$ cat src/rtl/ksd_pkg.sv
// shared types, constants and helper functions of the keypad scanner
`default_nettype none

package ksd_pkg;

  localparam int unsigned CNT_W  = 6;
  localparam int unsigned POS_W  = 4;
  localparam int unsigned CHAR_W = 7;
  localparam int unsigned ADDR_W = 3;
  localparam int unsigned DATA_W = 32;

  // reset values of the two timing registers
  localparam logic [CNT_W-1:0] DEB_TICKS_RST = 6'd32;
  localparam logic [CNT_W-1:0] REL_TICKS_RST = 6'd32;
  localparam logic [CNT_W-1:0] DEB_TICKS_MIN = 6'd1;
  localparam logic [CNT_W-1:0] DEB_TICKS_MAX = 6'd62;
  localparam logic [CNT_W-1:0] REL_TICKS_MIN = 6'd1;

  // request commands
  localparam logic CMD_SCAN = 1'b0;
  localparam logic CMD_ACK  = 1'b1;

  // register index, taken from paddr[2]
  localparam logic REG_DEBOUNCE = 1'b0;
  localparam logic REG_RELEASE  = 1'b1;

  // line level meaning a closed key
  localparam logic LINE_PRESSED = 1'b0;

  localparam logic [CHAR_W-1:0] ASCII_ZERO   = 7'd48;
  localparam logic [CHAR_W-1:0] ASCII_A_BASE = 7'd55;
  localparam logic [POS_W-1:0]  DEC_LIMIT    = 4'd10;

  // configuration seen by the scan logic
  typedef struct packed {
    logic [CNT_W-1:0] deb_ticks;
    logic [CNT_W-1:0] rel_ticks;
    logic             deb_load;
    logic             rel_load;
    logic [CNT_W-1:0] wdata;
  } ksd_cfg_t;

  // status carried from the scan logic to the result register
  typedef struct packed {
    logic [POS_W-1:0] pos;
    logic             key_valid;
    logic [POS_W-1:0] key;
    logic             released;
    logic             buzzer;
  } ksd_status_t;

  // debounce length clamped to 1..62
  function automatic logic [CNT_W-1:0] eff_debounce(input logic [CNT_W-1:0] ticks);
    logic [CNT_W-1:0] d;
    d = ticks;
    if (d < DEB_TICKS_MIN) d = DEB_TICKS_MIN;
    if (d > DEB_TICKS_MAX) d = DEB_TICKS_MAX;
    return d;
  endfunction

  // release length, zero used as one
  function automatic logic [CNT_W-1:0] eff_release(input logic [CNT_W-1:0] ticks);
    return (ticks < REL_TICKS_MIN) ? REL_TICKS_MIN : ticks;
  endfunction

  // ascii hex digit of a key index
  function automatic logic [CHAR_W-1:0] hex_char(input logic [POS_W-1:0] k);
    return (k < DEC_LIMIT) ? ASCII_ZERO + CHAR_W'(k) : ASCII_A_BASE + CHAR_W'(k);
  endfunction

endpackage

`default_nettype wire

$ cat src/rtl/ksd_if.sv
// request and result channel interfaces of the keypad scanner
`default_nettype none

// scan tick or acknowledge request
interface ksd_in_if;
  logic valid;
  logic ready;
  logic cmd;
  logic line_level;

  modport source (output valid, output cmd, output line_level, input ready);
  modport sink (input valid, input cmd, input line_level, output ready);
endinterface

// status result
interface ksd_out_if;
  logic       valid;
  logic       ready;
  logic [1:0] drive_row;
  logic [1:0] sense_column;
  logic       key_valid;
  logic [3:0] key_index;
  logic [6:0] key_char;
  logic       key_released;
  logic       buzzer_on;

  modport source (output valid, output drive_row, output sense_column, output key_valid,
                  output key_index, output key_char, output key_released,
                  output buzzer_on, input ready);
  modport sink (input valid, input drive_row, input sense_column, input key_valid,
                input key_index, input key_char, input key_released,
                input buzzer_on, output ready);
endinterface

`default_nettype wire

$ cat src/rtl/ksd_regs.sv
// apb register file holding the debounce and release lengths
`default_nettype none

module ksd_regs
  import ksd_pkg::*;
(
  input  wire logic              clk_i,
  input  wire logic              rst_ni,
  input  wire logic              psel,
  input  wire logic              penable,
  input  wire logic              pwrite,
  input  wire logic [ADDR_W-1:0] paddr,
  input  wire logic [DATA_W-1:0] pwdata,
  output logic      [DATA_W-1:0] prdata,
  output logic                   pready,
  output ksd_cfg_t               cfg_o
);

  logic [CNT_W-1:0] deb_ticks_q;
  logic [CNT_W-1:0] rel_ticks_q;
  logic             wr_en;
  logic             reg_sel;

  assign wr_en   = psel && penable && pwrite;
  assign reg_sel = paddr[2];
  assign pready  = 1'b1;

  // register writes
  always_ff @(posedge clk_i or negedge rst_ni) begin
    if (!rst_ni) begin
      deb_ticks_q <= DEB_TICKS_RST;
      rel_ticks_q <= REL_TICKS_RST;
    end else if (wr_en) begin
      case (reg_sel)
        REG_DEBOUNCE: deb_ticks_q <= pwdata[CNT_W-1:0];
        REG_RELEASE:  rel_ticks_q <= pwdata[CNT_W-1:0];
        default: ;
      endcase
    end
  end

  // read mux
  always_comb begin
    case (reg_sel)
      REG_DEBOUNCE: prdata = DATA_W'(deb_ticks_q);
      REG_RELEASE:  prdata = DATA_W'(rel_ticks_q);
      default:      prdata = '0;
    endcase
  end

  // configuration view for the scan logic, with reload strobes
  assign cfg_o.deb_ticks = deb_ticks_q;
  assign cfg_o.rel_ticks = rel_ticks_q;
  assign cfg_o.deb_load  = wr_en && (reg_sel == REG_DEBOUNCE);
  assign cfg_o.rel_load  = wr_en && (reg_sel == REG_RELEASE);
  assign cfg_o.wdata     = pwdata[CNT_W-1:0];

endmodule

`default_nettype wire

$ cat src/rtl/ksd_scan.sv
// scan position, debounce and release counters and key flags
`default_nettype none

module ksd_scan
  import ksd_pkg::*;
(
  input  wire logic        clk_i,
  input  wire logic        rst_ni,
  input  wire ksd_cfg_t    cfg_i,
  input  wire logic        accept_i,
  input  wire logic        cmd_i,
  input  wire logic        line_level_i,
  output ksd_status_t      status_o
);

  logic [POS_W-1:0] pos_q, pos_d;
  logic [CNT_W-1:0] dc_q, dc_d;
  logic [CNT_W-1:0] rc_q, rc_d;
  logic [POS_W-1:0] key_q, key_d;
  logic             ready_q, ready_d;
  logic             released_q, released_d;
  logic             buzzer_q, buzzer_d;

  logic [CNT_W-1:0] deb_eff;
  logic [CNT_W-1:0] idle_val;
  logic [CNT_W-1:0] rel_eff;
  logic [CNT_W-1:0] dc_dec;
  logic [CNT_W-1:0] rc_dec;
  logic             pressed;

  assign deb_eff  = eff_debounce(cfg_i.deb_ticks);
  assign idle_val = deb_eff + CNT_W'(1);
  assign rel_eff  = eff_release(cfg_i.rel_ticks);
  assign dc_dec   = dc_q - CNT_W'(1);
  assign rc_dec   = rc_q - CNT_W'(1);
  assign pressed  = (line_level_i == LINE_PRESSED);

  // next state for one request
  always_comb begin
    pos_d      = pos_q;
    dc_d       = dc_q;
    rc_d       = rc_q;
    key_d      = key_q;
    ready_d    = ready_q;
    released_d = released_q;
    buzzer_d   = buzzer_q;
    if (cmd_i == CMD_SCAN) begin
      if (ready_q) begin
        // release detection
        if (pressed) begin
          rc_d = rel_eff;
        end else if (rc_dec == '0) begin
          released_d = 1'b1;
          buzzer_d   = 1'b0;
          rc_d       = rel_eff;
        end else begin
          rc_d = rc_dec;
        end
      end else if (dc_q == idle_val) begin
        // idle: first press latches the key
        if (pressed) begin
          dc_d  = deb_eff;
          key_d = pos_q;
        end
      end else begin
        // debounce countdown
        if (dc_dec == '0) begin
          if (pressed) begin
            ready_d  = 1'b1;
            buzzer_d = 1'b1;
          end
          dc_d = idle_val;
        end else begin
          dc_d = dc_dec;
        end
      end
      pos_d = pos_q + POS_W'(1);
    end else if (released_q) begin
      // acknowledge after release
      ready_d    = 1'b0;
      released_d = 1'b0;
    end
  end

  // state registers
  always_ff @(posedge clk_i or negedge rst_ni) begin
    if (!rst_ni) begin
      pos_q      <= '0;
      dc_q       <= eff_debounce(DEB_TICKS_RST) + CNT_W'(1);
      rc_q       <= eff_release(REL_TICKS_RST);
      key_q      <= '0;
      ready_q    <= 1'b0;
      released_q <= 1'b0;
      buzzer_q   <= 1'b0;
    end else begin
      if (accept_i) begin
        pos_q      <= pos_d;
        key_q      <= key_d;
        ready_q    <= ready_d;
        released_q <= released_d;
        buzzer_q   <= buzzer_d;
      end
      // register writes reload the counters
      if (cfg_i.deb_load) begin
        dc_q <= eff_debounce(cfg_i.wdata) + CNT_W'(1);
      end else if (accept_i) begin
        dc_q <= dc_d;
      end
      if (cfg_i.rel_load) begin
        rc_q <= eff_release(cfg_i.wdata);
      end else if (accept_i) begin
        rc_q <= rc_d;
      end
    end
  end

  // status after this request
  assign status_o.pos       = pos_d;
  assign status_o.key_valid = ready_d;
  assign status_o.key       = key_d;
  assign status_o.released  = released_d;
  assign status_o.buzzer    = buzzer_d;

endmodule

`default_nettype wire

$ cat src/rtl/ksd_result.sv
// result register with ready generation toward the request side
`default_nettype none

module ksd_result
  import ksd_pkg::*;
(
  input  wire logic        clk_i,
  input  wire logic        rst_ni,
  input  wire logic        accept_i,
  input  wire ksd_status_t status_i,
  output logic             in_ready_o,
  ksd_out_if.source        out_if
);

  logic        valid_q;
  ksd_status_t status_q;

  // a new request fits when the register is empty or being drained
  assign in_ready_o = !valid_q || out_if.ready;

  // valid flag
  always_ff @(posedge clk_i or negedge rst_ni) begin
    if (!rst_ni) begin
      valid_q <= 1'b0;
    end else if (accept_i) begin
      valid_q <= 1'b1;
    end else if (out_if.ready) begin
      valid_q <= 1'b0;
    end
  end

  // payload
  always_ff @(posedge clk_i) begin
    if (accept_i) begin
      status_q <= status_i;
    end
  end

  assign out_if.valid        = valid_q;
  assign out_if.drive_row    = status_q.pos[POS_W-1:2];
  assign out_if.sense_column = status_q.pos[1:0];
  assign out_if.key_valid    = status_q.key_valid;
  assign out_if.key_index    = status_q.key;
  assign out_if.key_char     = hex_char(status_q.key);
  assign out_if.key_released = status_q.released;
  assign out_if.buzzer_on    = status_q.buzzer;

endmodule

`default_nettype wire

$ cat src/rtl/keypad_scan_debounce.sv
// top level of the 4x4 keypad scanner with debounce and release detection
//
//   channel | direction | handshake      | payload
//   in_if   | sink      | valid / ready  | cmd, line_level
//   out_if  | source    | valid / ready  | drive_row, sense_column, key_valid,
//           |           |                | key_index, key_char, key_released, buzzer_on
//   apb     | slave     | psel / penable | paddr, pwdata, prdata (pready tied high)
//
// one request per cycle unless stalled; a result appears the cycle after its request
// the state update and the result register form the only stage
// in_if.ready is low only while a result is held and out_if.ready is low
// asynchronous active-low reset; registers reset to 32 ticks, no clearing pass
`default_nettype none

module keypad_scan_debounce
  import ksd_pkg::*;
(
  input  wire logic              clk_i,
  input  wire logic              rst_ni,
  input  wire logic              psel,
  input  wire logic              penable,
  input  wire logic              pwrite,
  input  wire logic [ADDR_W-1:0] paddr,
  input  wire logic [DATA_W-1:0] pwdata,
  output logic      [DATA_W-1:0] prdata,
  output logic                   pready,
  ksd_in_if.sink                 in_if,
  ksd_out_if.source              out_if
);

  ksd_cfg_t    cfg;
  ksd_status_t status;
  logic        in_ready;
  logic        accept;

  assign in_if.ready = in_ready;
  assign accept      = in_if.valid && in_ready;

  // configuration registers
  ksd_regs u_regs (
    .clk_i   (clk_i),
    .rst_ni  (rst_ni),
    .psel    (psel),
    .penable (penable),
    .pwrite  (pwrite),
    .paddr   (paddr),
    .pwdata  (pwdata),
    .prdata  (prdata),
    .pready  (pready),
    .cfg_o   (cfg)
  );

  // scan and key state
  ksd_scan u_scan (
    .clk_i        (clk_i),
    .rst_ni       (rst_ni),
    .cfg_i        (cfg),
    .accept_i     (accept),
    .cmd_i        (in_if.cmd),
    .line_level_i (in_if.line_level),
    .status_o     (status)
  );

  // result register
  ksd_result u_result (
    .clk_i      (clk_i),
    .rst_ni     (rst_ni),
    .accept_i   (accept),
    .status_i   (status),
    .in_ready_o (in_ready),
    .out_if     (out_if)
  );

endmodule

`default_nettype wire

$ cat src/flat_wrapper.sv
// flat-port wrapper written by rule: the top's interface ports become plain ports
module keypad_scan_debounce_flat import ksd_pkg::*;
  (clk_i, rst_ni, psel, penable, pwrite, paddr, pwdata, prdata, pready, in_if_valid, in_if_cmd, in_if_line_level, in_if_ready, out_if_valid, out_if_drive_row, out_if_sense_column, out_if_key_valid, out_if_key_index, out_if_key_char, out_if_key_released, out_if_buzzer_on, out_if_ready);
  ksd_in_if in_if_i ();
  ksd_out_if out_if_i ();
  input  wire logic clk_i;
  input  wire logic rst_ni;
  input  wire logic psel;
  input  wire logic penable;
  input  wire logic pwrite;
  input  wire logic [ADDR_W-1:0] paddr;
  input  wire logic [DATA_W-1:0] pwdata;
  output logic      [DATA_W-1:0] prdata;
  output logic pready;
  input wire logic [$bits(in_if_i.valid)-1:0] in_if_valid;
  input wire logic [$bits(in_if_i.cmd)-1:0] in_if_cmd;
  input wire logic [$bits(in_if_i.line_level)-1:0] in_if_line_level;
  output wire logic [$bits(in_if_i.ready)-1:0] in_if_ready;
  output wire logic [$bits(out_if_i.valid)-1:0] out_if_valid;
  output wire logic [$bits(out_if_i.drive_row)-1:0] out_if_drive_row;
  output wire logic [$bits(out_if_i.sense_column)-1:0] out_if_sense_column;
  output wire logic [$bits(out_if_i.key_valid)-1:0] out_if_key_valid;
  output wire logic [$bits(out_if_i.key_index)-1:0] out_if_key_index;
  output wire logic [$bits(out_if_i.key_char)-1:0] out_if_key_char;
  output wire logic [$bits(out_if_i.key_released)-1:0] out_if_key_released;
  output wire logic [$bits(out_if_i.buzzer_on)-1:0] out_if_buzzer_on;
  input wire logic [$bits(out_if_i.ready)-1:0] out_if_ready;
  assign in_if_i.valid = in_if_valid;
  assign in_if_i.cmd = in_if_cmd;
  assign in_if_i.line_level = in_if_line_level;
  assign in_if_ready = in_if_i.ready;
  assign out_if_valid = out_if_i.valid;
  assign out_if_drive_row = out_if_i.drive_row;
  assign out_if_sense_column = out_if_i.sense_column;
  assign out_if_key_valid = out_if_i.key_valid;
  assign out_if_key_index = out_if_i.key_index;
  assign out_if_key_char = out_if_i.key_char;
  assign out_if_key_released = out_if_i.key_released;
  assign out_if_buzzer_on = out_if_i.buzzer_on;
  assign out_if_i.ready = out_if_ready;
  keypad_scan_debounce u_core (.clk_i(clk_i), .rst_ni(rst_ni), .psel(psel), .penable(penable), .pwrite(pwrite), .paddr(paddr), .pwdata(pwdata), .prdata(prdata), .pready(pready), .in_if(in_if_i), .out_if(out_if_i));
endmodule
$ cat config.mk
export PLATFORM = sky130hd
export DESIGN_NAME = keypad_scan_debounce_flat
export DESIGN_NICKNAME = d
export VERILOG_FILES = /design/src/rtl/ksd_pkg.sv /design/src/rtl/ksd_if.sv /design/src/rtl/ksd_regs.sv /design/src/rtl/ksd_scan.sv /design/src/rtl/ksd_result.sv /design/src/rtl/keypad_scan_debounce.sv /design/src/flat_wrapper.sv
export SDC_FILE = /design/constraint.sdc
export NUM_CORES = 1
export LEC_CHECK = 0
export BUFFER_PORTS_ARGS = -buffer_cell sky130_fd_sc_hd__buf_2
export CORE_MARGIN = 3
export CORE_UTILIZATION = 45
export CTS_CLUSTER_DIAMETER = 50
export CTS_CLUSTER_SIZE = 24
export DETAILED_ROUTE_END_ITERATION = 8
export PLACE_DENSITY = 0.69
export SYNTH_ARGS = -nofsm -noshare
export SYNTH_HDL_FRONTEND = slang
export SYNTH_SLANG_ARGS = --single-unit
$ cat constraint.sdc
create_clock -name clk_i -period 3.5 [get_ports clk_i]
set_input_delay 0.7 -clock clk_i [delete_from_list [all_inputs] [get_ports clk_i]]
set_output_delay 0.7 -clock clk_i [all_outputs]
set_load 0.01 [all_outputs]
; ---- After elaboration in Yosys (flattened, before gate mapping)
; Cells that the tools add are included.
[word_totals]
out_inout_bits = 53
register_bits = 47
word_cells = 97
[classes]
bitwise = 1
magnitude_cmp = 6
n_reduce_logical = 17
eq_ne = 5
muxes = 46
addsub = 7
[op_table]
columns = op, count
row1 = $mux W6, 20
row2 = $pmux W32 S2, 1
row3 = $mux W4, 5
row4 = $mux W1, 19
row5 = $lt A6 B1 Y1 const B, 3
row6 = $add A6 B4 Y7 const A, 2
row7 = $add A6 B1 Y6 const B, 2
row8 = $gt A6 B6 Y1 const B, 2
row9 = $logic_not A6 Y1, 2
row10 = $sub A6 B1 Y6 const B, 2
row11 = $reduce_bool A2 Y1, 4
row12 = $mux W7, 1
row13 = $eq A6 B6 Y1, 1
row14 = $ne A2 B1 Y1 const B, 3
row15 = $logic_and A1 B1 Y1, 5
row16 = $add A4 B1 Y4 const B, 1
row17 = $lt A4 B4 Y1 const B, 1
row18 = $reduce_and A2 Y1, 2
row19 = $reduce_and A4 Y1, 1
row20 = $ne A3 B2 Y1 const B, 1
row21 = $reduce_and A3 Y1, 1
row22 = $logic_not A1 Y1, 1
row23 = $logic_or A1 B1 Y1, 1
row24 = $not A1 Y1, 1

; ---- Logic depth before layout (Yosys ltp)
; Gate-level depths: netlist of run 1.
[depth]
word_depth = 11
mapped_depth = 13

; ---- Hierarchy
; Synthesis of run 1 repeated with hierarchy kept, for this count alone.
[unflattened]
cells_unflattened = 338
hier_area_um2 = 3298.2
[by_module_without_submodules]
columns = mod, area_per_inst_um2, seq_area_each_um2, cells_each, n_inst
row1 = ksd_scan, 2014.4, 579.3, 239, 1
row2 = ksd_regs, 815.8, 302.8, 70, 1
row3 = ksd_result, 461.7, 355.3, 28, 1
row4 = keypad_scan_debounce, 6.3, 0.0, 1, 1

; ---- Worst setup path before layout of run 1
; Ideal clock, no wire load.
[synth_timing]
kind = register -> register
from = reg u_core.u_regs.deb_ticks_q[2]
to = reg u_core.u_result.status_q (netlist bit u_core.u_result.out_if.key_index[0]), data pin
arrival_time_ns = 2.845
n_path_buf = 1
stages_incl_launch_ff = 13
synth_period_minus_slack_ns = 3.105
setup_ns = 0.260
path_slack_ns = 0.395
path_cell_list = dfrtp_1 -> buf_2 -> nor4_1 -> nor2_1 -> a21oi_1 -> ha_1 -> nand2b_1 -> o211ai_1 -> nor3b_1 -> o221ai_2 -> a21o_4 -> nor4_4 -> mux2_2
[synth_rtl]
columns = element, line
row1 = start: declaration, ksd_regs.sv:19  ; logic [CNT_W-1:0] deb_ticks_q;
row2 = start signal: assignment, ksd_regs.sv:35  ; REG_DEBOUNCE: deb_ticks_q <= pwdata[CNT_W-1:0];
row3 = end signal: assignment, ksd_result.sv:35  ; status_q <= status_i;
row4 = end: declaration, ksd_result.sv:16  ; ksd_status_t status_q;

==> run summary, run 1 <==
Placer Congestion: 0.866
Mapped Cells: 362
HPWL Detailed: 5280 µm
I/O pins: 97
Async SR Flop Fraction: 76.6%
Critical-path cell list: nand2_1 -> o21ai_0 -> a21oi_1 -> ha_1 -> nand2b_1 -> o211ai_1 -> nor3b_1 -> o221ai_2 -> a21o_4 -> nor4_4 -> mux2_2
Post-synth EDFFs: 11
Most frequent cells in the layout: nand2_1 (57), buf_2 (41), dfrtp_1 (31)
Total setup buffers inserted after CTS: 0
Final Max Slew Viols: 0
Net count, final: 448
R2R cell count: 11
XOR/XNOR Fraction of Synth Area: 5.71%
Slowest stage delay, CP: 680 ps
HP Class: in -> async
Max H-tree Level: 2
Initial antenna violation count: 0
Placed Instances: 485
Final hold vios: 0
First-pass GRT wire length: 11900 µm
Core ar.: 6870 µm²
Grt total ovfl: 0
Top FF cell, synth: dfrtp_1
CTS buffer count: 5
Post-synthesis average cell area: 8.89 µm²
Yosys cell types: 55
Vias in the first global route: 2499
CP max FO: 12
Critical path's slowest cell: dfstp_2
Root buf cell: clkbuf_8
Drt initial violations: 139
Critical Path AT: 3290 ps
Post-Route WL: 7110 µm
Layout area overhead: 8.36%
Via count: 2630
Setup TNS: 0 ps
Post-synth top area share: 24.1%
Post-Synth Simple-Gate Area: 19.0%
Worst path depth: 11
Proportion of synthesized area in mux cells: 5.91%
Synth Warn #: 0
Clk Latency, worst-skew pair: 310 ps
CP bufs+invs: 0
Layout cells sized above 1: 21.2%
Antenna fix cells: 0
Peak supply drop: 0.292 mV
Synth top area cells: dfrtp_1 (24%), edfxtp_1 (10%), nand2_1 (6.6%)
Power, Total: 2.20 mW
DR pass1 iterations: 4
Fin cells: 493
Clk sink count: 47
Max transition margin: 36.1%
IO Port Bufs: 41
Final setup fails: 0
Final worst path period share: 91.9%
Final Core Density: 50.8%
Crit path launch type: flop
Worst Path Required: 3570 ps
Die ar.: 8200 µm²
Hold-fix buffers, CTS: 0
Largest net degree at the start of global routing: 37
Starting density of the core: 46.9%
Die width: 90.6 µm
Clock Skew: 8.74 ps
Crit Path Class: reg -> reg
Die H: 90.6 µm
Worst setup EP type: flop
Seq cells post-synth: 47
Post-CTS sizing: 0
Synth Area in Compound Gates: 16.1%
Worst-margin pin slew: 949 ps
Netlist Area Pre-Place: 3220 µm²
CTS Buffer Depth: 2
F_max: 311 MHz
Wirelength per Cell: 14.4 µm
Max_cap viols: 0
Post-DRT Antenna Nets: 0
Via density: 5.33
Core Rows: 30
Main combinational cell family by area after synthesis: simple AND/OR/NAND/NOR gates
CP top delay family: simple AND/OR/NAND/NOR gates
Total track usage: 17.6%
DR DRC count: 0
Final hold slack: 495 ps
Register area share after synthesis: 38.4%
Leakage: 1.58 nW
Outcome: finished, final reports clean
Synth area leader: dfrtp_1
Pwr dens: 632 nW/µm²
Clk slew on worst S/H paths: 100 ps
Adder-cell share of the synthesized area: 3.11%
Most common cell after layout, fill and taps aside: nand2_1
RSZ-0062 raised after global routing: no
Shortest period the worst path allows: 3220 ps
CTS tree: built
## registers in the layout (all words and copies together), names as in the netlist, 4 cells and up
| register | flops |
|---|---|
| u_core.u_regs.rel_ticks_q | 6 |
| u_core.u_scan.pos_q | 4 |
| u_core.u_regs.deb_ticks_q | 6 |
| u_core.u_scan.rc_q | 6 |
| u_core.u_scan.key_q | 4 |
| u_core.u_result.out_if.key_index | 4 |
| u_core.u_scan.dc_q | 6 |
## cell families after synthesis
kind of cell | count (synthesis)
flip-flops | 47
AO/OA/AOI/OAI | 76
AND/OR/NAND/NOR | 126
other | 2
multiplexers | 17
XOR/XNOR | 21
adder cells (fa/ha/maj) | 8
buffers and inverters | 65
## power by group
part	switching, mW	internal (mW)	total [mW]
Sequential	0.227	0.762	0.990
Combinational	0.447	0.404	0.851
Clock	0.214	0.149	0.362
## path summary, 6_finish.rpt
check                                        startpoint                                  end  slack, ps
setup / recovery           u_core.u_regs.deb_ticks_q[5]  u_core.u_result.out_if.key_index[0]        280
hold / removal                                   rst_ni                u_core.u_scan.dc_q[2]        490
setup reg to reg           u_core.u_regs.deb_ticks_q[5]  u_core.u_result.out_if.key_index[0]        280
hold reg to reg            u_core.u_regs.rel_ticks_q[5]         u_core.u_regs.rel_ticks_q[5]        490
max in group asynchronous                        rst_ni         u_core.u_regs.rel_ticks_q[1]       2470
min in group clk_i         u_core.u_regs.rel_ticks_q[5]         u_core.u_regs.rel_ticks_q[5]        490
## Yosys cell counts, types with 2 or more instances
| cell type | number |
|---|---|
| nand2_1 | 57 |
| dfrtp_1 | 31 |
| buf_4 | 27 |
| nor2_1 | 23 |
| o21ai_0 | 23 |
| inv_1 | 19 |
| mux2_2 | 16 |
| a21oi_1 | 13 |
| clkbuf_1 | 12 |
| edfxtp_1 | 11 |
| xor2_1 | 11 |
| xnor2_1 | 10 |
| nand3_1 | 9 |
| ha_1 | 8 |
| o31ai_1 | 7 |
| dfstp_2 | 5 |
| nand2b_1 | 5 |
| or4_1 | 5 |
| a211oi_1 | 4 |
| a31oi_1 | 4 |
| buf_2 | 4 |
| nand4_1 | 4 |
| nor3b_1 | 4 |
| and3_1 | 3 |
| nor3_1 | 3 |
| nor4_1 | 3 |
| a211o_1 | 2 |
| a221o_1 | 2 |
| a22oi_1 | 2 |
| a32o_1 | 2 |
| and3_2 | 2 |
| buf_6 | 2 |
| conb_1 | 2 |
| nand3b_1 | 2 |
| o2111ai_1 | 2 |
| o211ai_1 | 2 |
| o41ai_1 | 2 |
| or3_1 | 2 |
## area by class of cell
class,count,area [µm²]
clock inverters,3,27.5
well taps,96,120
repair buffers,48,258
multi-input cells,275,1710
fillers,665,3380
clock buffers,5,68.8
inverters,19,71.3
flip-flops and latches,47,1240
## metal layers
metal / global-route usage [%] / routed length, µm / vias up
li1: - / - / 1282
met1: 22.4 / 3170 / 1277
met2: 30.1 / 3560 / 62
met3: 3.17 / 272 / 9
met4: 5.74 / 108 / 0
met5: 0 / 0 / -
## stage by stage
step / setup WS, ps / area [µm²]
final: 282 / 3490
after floorplan: 395 / 3310
after CTS: 273 / 3490
after detailed placement: 295 / 3390
after global routing: 9.79 / 3490
after global placement: 364 / 3390
Note: power is estimated with default switching activity, not from simulation.
==> run 2: changes to the inputs <==
--- a/config.mk
+++ b/config.mk
@@ -9,3 +9,3 @@
 export CORE_MARGIN = 3
-export CORE_UTILIZATION = 45
+export CORE_UTILIZATION = 52
 export CTS_CLUSTER_DIAMETER = 50
@@ -13,3 +13,3 @@
 export DETAILED_ROUTE_END_ITERATION = 8
-export PLACE_DENSITY = 0.69
+export PLACE_DENSITY = 0.79
 export SYNTH_ARGS = -nofsm -noshare
--- a/constraint.sdc
+++ b/constraint.sdc
@@ -3,2 +3,2 @@
 set_output_delay 0.7 -clock clk_i [all_outputs]
-set_load 0.01 [all_outputs]
+set_load 0.05 [all_outputs]
==> run 2 against run 1 <==
  * Sequential share of layout area rose by 0.32 points
  * Critical endpoint is now u_core.u_result.out_if.key_index[1]
  * Maximum frequency rose by 1.2%
  * Global-route usage rose by 3.2 points
  * Die area fell by 13%
  * Combinational power rose by 27%
  * Sequential power rose by 0.4%
  * Critical path type unchanged
==> run summary, run 2 (synthesized netlist as in run 1, its figures left out) <==
Outcome: finished, final reports clean
CTS Buffer Depth: 2 (unchanged)
Setup slack, reg-to-reg: 320 ps (+40 ps)
R2R cell count: 11 (unchanged)
Clk Latency, worst-skew pair: 310 ps (about the same)
CP max FO: 12 (unchanged)
Final worst slack: 320 ps (+37.7 ps)
Grt total ovfl: 0 (unchanged)
Fillcell total: 555 (-17%)
Final setup fails: 0 (unchanged)
Post-CTS sizing: 0 (unchanged)
Worst path depth: 11 (unchanged)
Worst r2r src: u_core.u_regs.deb_ticks_q[5]
Layout area overhead: 7.38%
Critical path's slowest cell: dfstp_2
Hold-fix buffers, CTS: 0 (unchanged)
Worst setup EP type: flop
Antenna fix cells: 0 (unchanged)
Final Max Slew Viols: 0 (unchanged)
Die H: 84.7 µm (-6.5%)
First-pass GRT wire length: 12200 µm (+2.7%)
Total setup buffers inserted after CTS: 0 (unchanged)
Wirelength per Cell: 15.1 µm (+4.7%)
Die width: 84.7 µm (-6.5%)
Placer Congestion: 0.888 (+2.5%)
Max transition margin: 26.9% (-9.2 points)
CP bufs+invs: 0 (unchanged)
Starting density of the core: 54.1% (+7.2 points)
Most common cell after layout, fill and taps aside: nand2_1
F_max: 314 MHz (+1.2%)
Cell area after layout: 3460 µm² (-0.90%)
Net count, final: 448 (unchanged)
Slowest stage delay, CP: 680 ps (about the same)
Post-Route WL: 7130 µm (+0.28%)
Worst R2R End: u_core.u_result.out_if.key_index[1]
Critical-path cell list: nand2_1 -> o21ai_0 -> a21oi_1 -> ha_1 -> nand2b_1 -> o211ai_1 -> nor3b_1 -> o221ai_2 -> a21o_4 -> nor4_4 -> mux2_2
CTS buffer count: 5 (unchanged)
Via count: 2714 (+3.2%)
Worst-margin pin slew: 1090 ps (+137 ps)
Peak supply drop: 0.356 mV (+22%)
Via density: 5.75 (+7.8%)
Initial antenna violation count: 0 (unchanged)
Shortest period the worst path allows: 3180 ps (-37.7 ps)
RSZ-0062 raised after global routing: no
Layout cells sized above 1: 21.2% (unchanged)
Core Rows: 28 (-6.7%)
Total track usage: 20.8% (+3.2 points)
Largest net degree at the start of global routing: 37 (unchanged)
Max_cap viols: 0 (unchanged)
Crit Path Class: reg -> reg
I/O pins: 97 (unchanged)
Most frequent cells in the layout: nand2_1 (57), buf_2 (41), dfrtp_1 (31)
Vias in the first global route: 2644 (+5.8%)
Critical Path AT: 3250 ps (-40 ps)
Dpl cell area: 3370 µm² (-0.77%)
Max H-tree Level: 2 (unchanged)
Start point of the critical path: u_core.u_regs.deb_ticks_q[5]
Worst Setup EP: u_core.u_result.out_if.key_index[1]
Root buf cell: clkbuf_8
Core ar.: 5960 µm² (-13%)
DR pass1 iterations: 4 (unchanged)
Drt initial violations: 175 (+26%)
Crit path launch type: flop
Clock Skew: 6.08 ps (-2.65 ps)
DR DRC count: 0 (unchanged)
Pre-CTS WS: 361 ps (+66.0 ps)
Post-DRT Antenna Nets: 0 (unchanged)
Leakage: 1.58 nW (+0.12%)
Worst Path Required: 3570 ps (about the same)
HP Class: in -> async
Die ar.: 7170 µm² (-13%)
CP top delay family: simple AND/OR/NAND/NOR gates
HPWL Detailed: 5300 µm (+0.54%)
Clk sink count: 47 (unchanged)
Setup TNS: 0 ps (unchanged)
CTS tree: built
IO Port Bufs: 41 (unchanged)
Clk slew on worst S/H paths: 90 ps (about the same)
Pwr dens: 699 nW/µm² (+11%)
Final worst path period share: 90.9% (-1.1 points)
Final hold vios: 0 (unchanged)
run 2: cell count changes in the layout (fill, tap and decap cells not counted), sizes merged:
cell,previous run,this run
clkinv,0,2
clkinvlp,1,0
inv,21,20
run 2: report_power, final:
group          total [mW]  internal [mW]  switching, mW
Sequential          0.994          0.762          0.231
Combinational        1.08          0.405          0.673
Clock               0.344          0.143          0.201
run 2: area by class of cell:
class / instances / area (µm²) / area share (%)
flip-flops and latches: 47 / 1240 / 35.8
clock inverters: 3 / 22.5 / 0.651
repair buffers: 48 / 258 / 7.46
clock buffers: 5 / 68.8 / 1.99
multi-input cells: 275 / 1710 / 49.3
inverters: 19 / 71.3 / 2.06
well taps: 75 / 93.8 / 2.71
run 2: per-layer routing:
metal	vias up	GRT usage (%)	part of all wire, %
li1	1289	-	-
met1	1318	26.4	43
met2	97	36.2	50
met3	10	3.14	5.9
met4	0	6.76	0.95
met5	-	0	0
run 2: per-stage QoR:
step / std cells / total power, mW / util [%] / hold WS, ps
6_report: 472 / 2.42 / 58.0 / 486
5_1_grt: 472 / 2.59 / 58.0 / 520
4_1_cts: 472 / 2.42 / 58.0 / 493
3_5_place_dp: 464 / 2.07 / 56.5 / 478
3_3_place_gp: 464 / 2.03 / 56.5 / 475
2_1_floorplan: 387 / 1.85 / - / 404
run 2: worst reg2reg max path: stages (launching register included):
cell	delay, ps
dfstp_2	680
nand2_1	130
o21ai_0	170
a21oi_1	120
ha_1	260
nand2b_1	180
o211ai_1	100
nor3b_1	250
o221ai_2	170
a21o_4	230
nor4_4	270
mux2_2	380
run 2: worst min path at each step:
stage                                         endpoint  slack [ps]  cells after the start
final                           u_core.u_scan.key_q[0]         490                      1
after detailed placement  u_core.u_regs.rel_ticks_q[5]         480                      2
after floorplan           u_core.u_regs.deb_ticks_q[0]         400                      0
after global placement    u_core.u_regs.rel_ticks_q[5]         470                      2
after global routing      u_core.u_regs.rel_ticks_q[5]         520                      2
after CTS                 u_core.u_regs.rel_ticks_q[5]         490                      2
==> run 3: changes to the inputs <==
Settings changed: CORE_UTILIZATION 52 to 54, CTS_BUF_LIST from default to sky130_fd_sc_hd__clkbuf_4 sky130_fd_sc_hd__clkbuf_8, PLACE_DENSITY 0.79 to 0.81.
==> run 3 against run 2 <==
  * Count of clock-buffer cells in the layout unchanged
  * Via count down 2.0%
  * Clock power up 4%
  * Setup slack worse by 48 ps
  * Final cell count down 0.64%
  * Largest power group unchanged
==> run summary, run 3 (synthesized netlist as in run 1, its figures left out) <==
Post-DRT Antenna Nets: 0 (unchanged)
CTS buffer count: 5 (unchanged)
Worst Path Required: 3570 ps (about the same)
Grt total ovfl: 0 (unchanged)
Combinational fraction of design power: 44.7% (about the same)
Max H-tree Level: 2 (unchanged)
Core ar.: 5640 µm² (-5.3%)
Worst setup EP type: flop
Outcome: finished, final reports clean
Final worst slack: 272 ps (-47.9 ps)
Antenna fix cells: 0 (unchanged)
Final hold vios: 0 (unchanged)
Clk pwr share: 14.6% (+0.4 points)
Starting density of the core: 57.1% (+3.0 points)
Setup slack, reg-to-reg: 270 ps (-50 ps)
Wirelength per Cell: 14.8 µm (-1.7%)
Worst-margin pin slew: 1050 ps (-35.4 ps)
Core Rows: 27 (-3.6%)
DR DRC count: 0 (unchanged)
Clk sink count: 47 (unchanged)
Sequential fraction of design power: 40.7% (-0.4 points)
R2R cell count: 11 (unchanged)
Net count, final: 448 (unchanged)
Sw Share: 46.1% (+0.39 points)
Post-CTS sizing: 0 (unchanged)
Initial antenna violation count: 0 (unchanged)
Pwr dens: 707 nW/µm² (+1.2%)
Fillcell total: 496 (-11%)
Placer Congestion: 0.877 (-1.2%)
Final Core Density: 61.3% (+3.3 points)
Shortest period the worst path allows: 3230 ps (+47.9 ps)
Power, Total: 2.45 mW (+1.3%)
Crit path launch type: flop
HPWL Detailed: 5170 µm (-2.5%)
Final setup fails: 0 (unchanged)
Setup TNS: 0 ps (unchanged)
CP max FO: 12 (unchanged)
Peak supply drop: 0.360 mV (+1.1%)
Total setup buffers inserted after CTS: 0 (unchanged)
Vias in the first global route: 2355 (-11%)
Layout cells sized above 1: 21.2% (unchanged)
Largest net degree at the start of global routing: 37 (unchanged)
Post-Route WL: 6960 µm (-2.3%)
Die width: 83.2 µm (-1.7%)
Reg area: 1240 µm² (unchanged)
CTS Buffer Depth: 2 (unchanged)
HP Class: in -> async
Placed Instances: 461 (-0.65%)
Root buf cell: clkbuf_8
Clk slew on worst S/H paths: 100 ps (about the same)
Clock Skew: 3.17 ps (-2.91 ps)
Crit Path Class: reg -> reg
Total track usage: 19.2% (-1.6 points)
Critical Path AT: 3300 ps (+50 ps)
Max_cap viols: 0 (unchanged)
Final Max Slew Viols: 0 (unchanged)
Die ar.: 6920 µm² (-3.5%)
CTS tree: built
Drt initial violations: 226 (+29%)
Multi-input logic area: 1710 µm² (unchanged)
Via density: 5.67 (-1.3%)
Most frequent cells in the layout: nand2_1 (57), buf_2 (41), dfrtp_1 (31)
Most common cell after layout, fill and taps aside: nand2_1
RSZ-0062 raised after global routing: no
Final hold slack: 466 ps (-19.8 ps)
Dpl cell area: 3360 µm² (-0.11%)
P_sw: 1.13 mW (+2.1%)
DR pass1 iterations: 5 (+1)
Max transition margin: 29.3% (+2.4 points)
F_max: 310 MHz (-1.5%)
Cell area after layout: 3460 µm² (about the same)
Leakage: 1.58 nW (-0.12%)
Clk Latency, worst-skew pair: 310 ps (about the same)
Pre-CTS WS: 310 ps (-51.2 ps)
IO Port Bufs: 41 (unchanged)
I/O pins: 97 (unchanged)
Final worst path period share: 92.2% (+1.4 points)
Hold-fix buffers, CTS: 0 (unchanged)
Die H: 83.2 µm (-1.7%)
Fin cells: 469 (-0.64%)
P_int: 1.32 mW (+0.54%)
Layout area overhead: 7.42% (about the same)
Via count: 2661 (-2.0%)
First-pass GRT wire length: 11200 µm (-8.5%)
==> run 3: cell count changes in the layout (fill, tap and decap cells not counted), sizes merged <==
cell and delta:
clkinv -2, clkinvlp +1, inv +1
==> run 3: metal layers <==
| layer | GRT usage [%] | vias up | routed length (µm) |
|---|---|---|---|
| met2 | 32.2 | 132 | 3330 |
| li1 | - | 1286 | - |
| met4 | 5.35 | 0 | 119 |
| met1 | 25.4 | 1230 | 2970 |
| met3 | 3.47 | 13 | 540 |
| met5 | 0 | - | 0 |
==> run 3: layout make-up <==
cell class                 instances  area share, %
tap                               72           2.60
sequential                        47           35.8
multi-input combinational        275           49.3
inverter                          19           2.06
clock buffer                       5           1.99
timing repair buffer              48           7.45
clock inverter                     3          0.796
==> run 3: power groups by stage <==
| stage | Combinational [mW] | Clock, mW | Sequential (mW) |
|---|---|---|---|
| after floorplan | 0.862 | 0 | 0.990 |
| after global placement | 1.04 | 0 | 0.983 |
| after detailed placement | 1.09 | 0 | 0.996 |
| after CTS | 1.09 | 0.368 | 0.987 |
| after global routing | 1.19 | 0.389 | 1.02 |
| final | 1.09 | 0.357 | 0.995 |
==> run 3: worst paths after layout <==
path,from,endpoint
worst max-delay path,u_core.u_regs.deb_ticks_q[5],u_core.u_result.out_if.key_index[0]
worst min-delay path,rst_ni,u_core.u_result.out_if.valid
worst max register to register,u_core.u_regs.deb_ticks_q[5],u_core.u_result.out_if.key_index[0]
worst min register to register,u_core.u_regs.rel_ticks_q[5],u_core.u_regs.rel_ticks_q[5]
max in group asynchronous,rst_ni,u_core.u_regs.deb_ticks_q[3]
min in group clk_i,u_core.u_regs.rel_ticks_q[5],u_core.u_regs.rel_ticks_q[5]
==> run 3: worst max-delay path, cell delays in order, from the launching register on <==
cell,delay (ps)
dfstp_2,690
nand2_1,140
o21ai_0,190
a21oi_1,120
ha_1,270
nand2b_1,180
o211ai_1,100
nor3b_1,260
o221ai_2,170
a21o_4,230
nor4_4,260
mux2_2,380
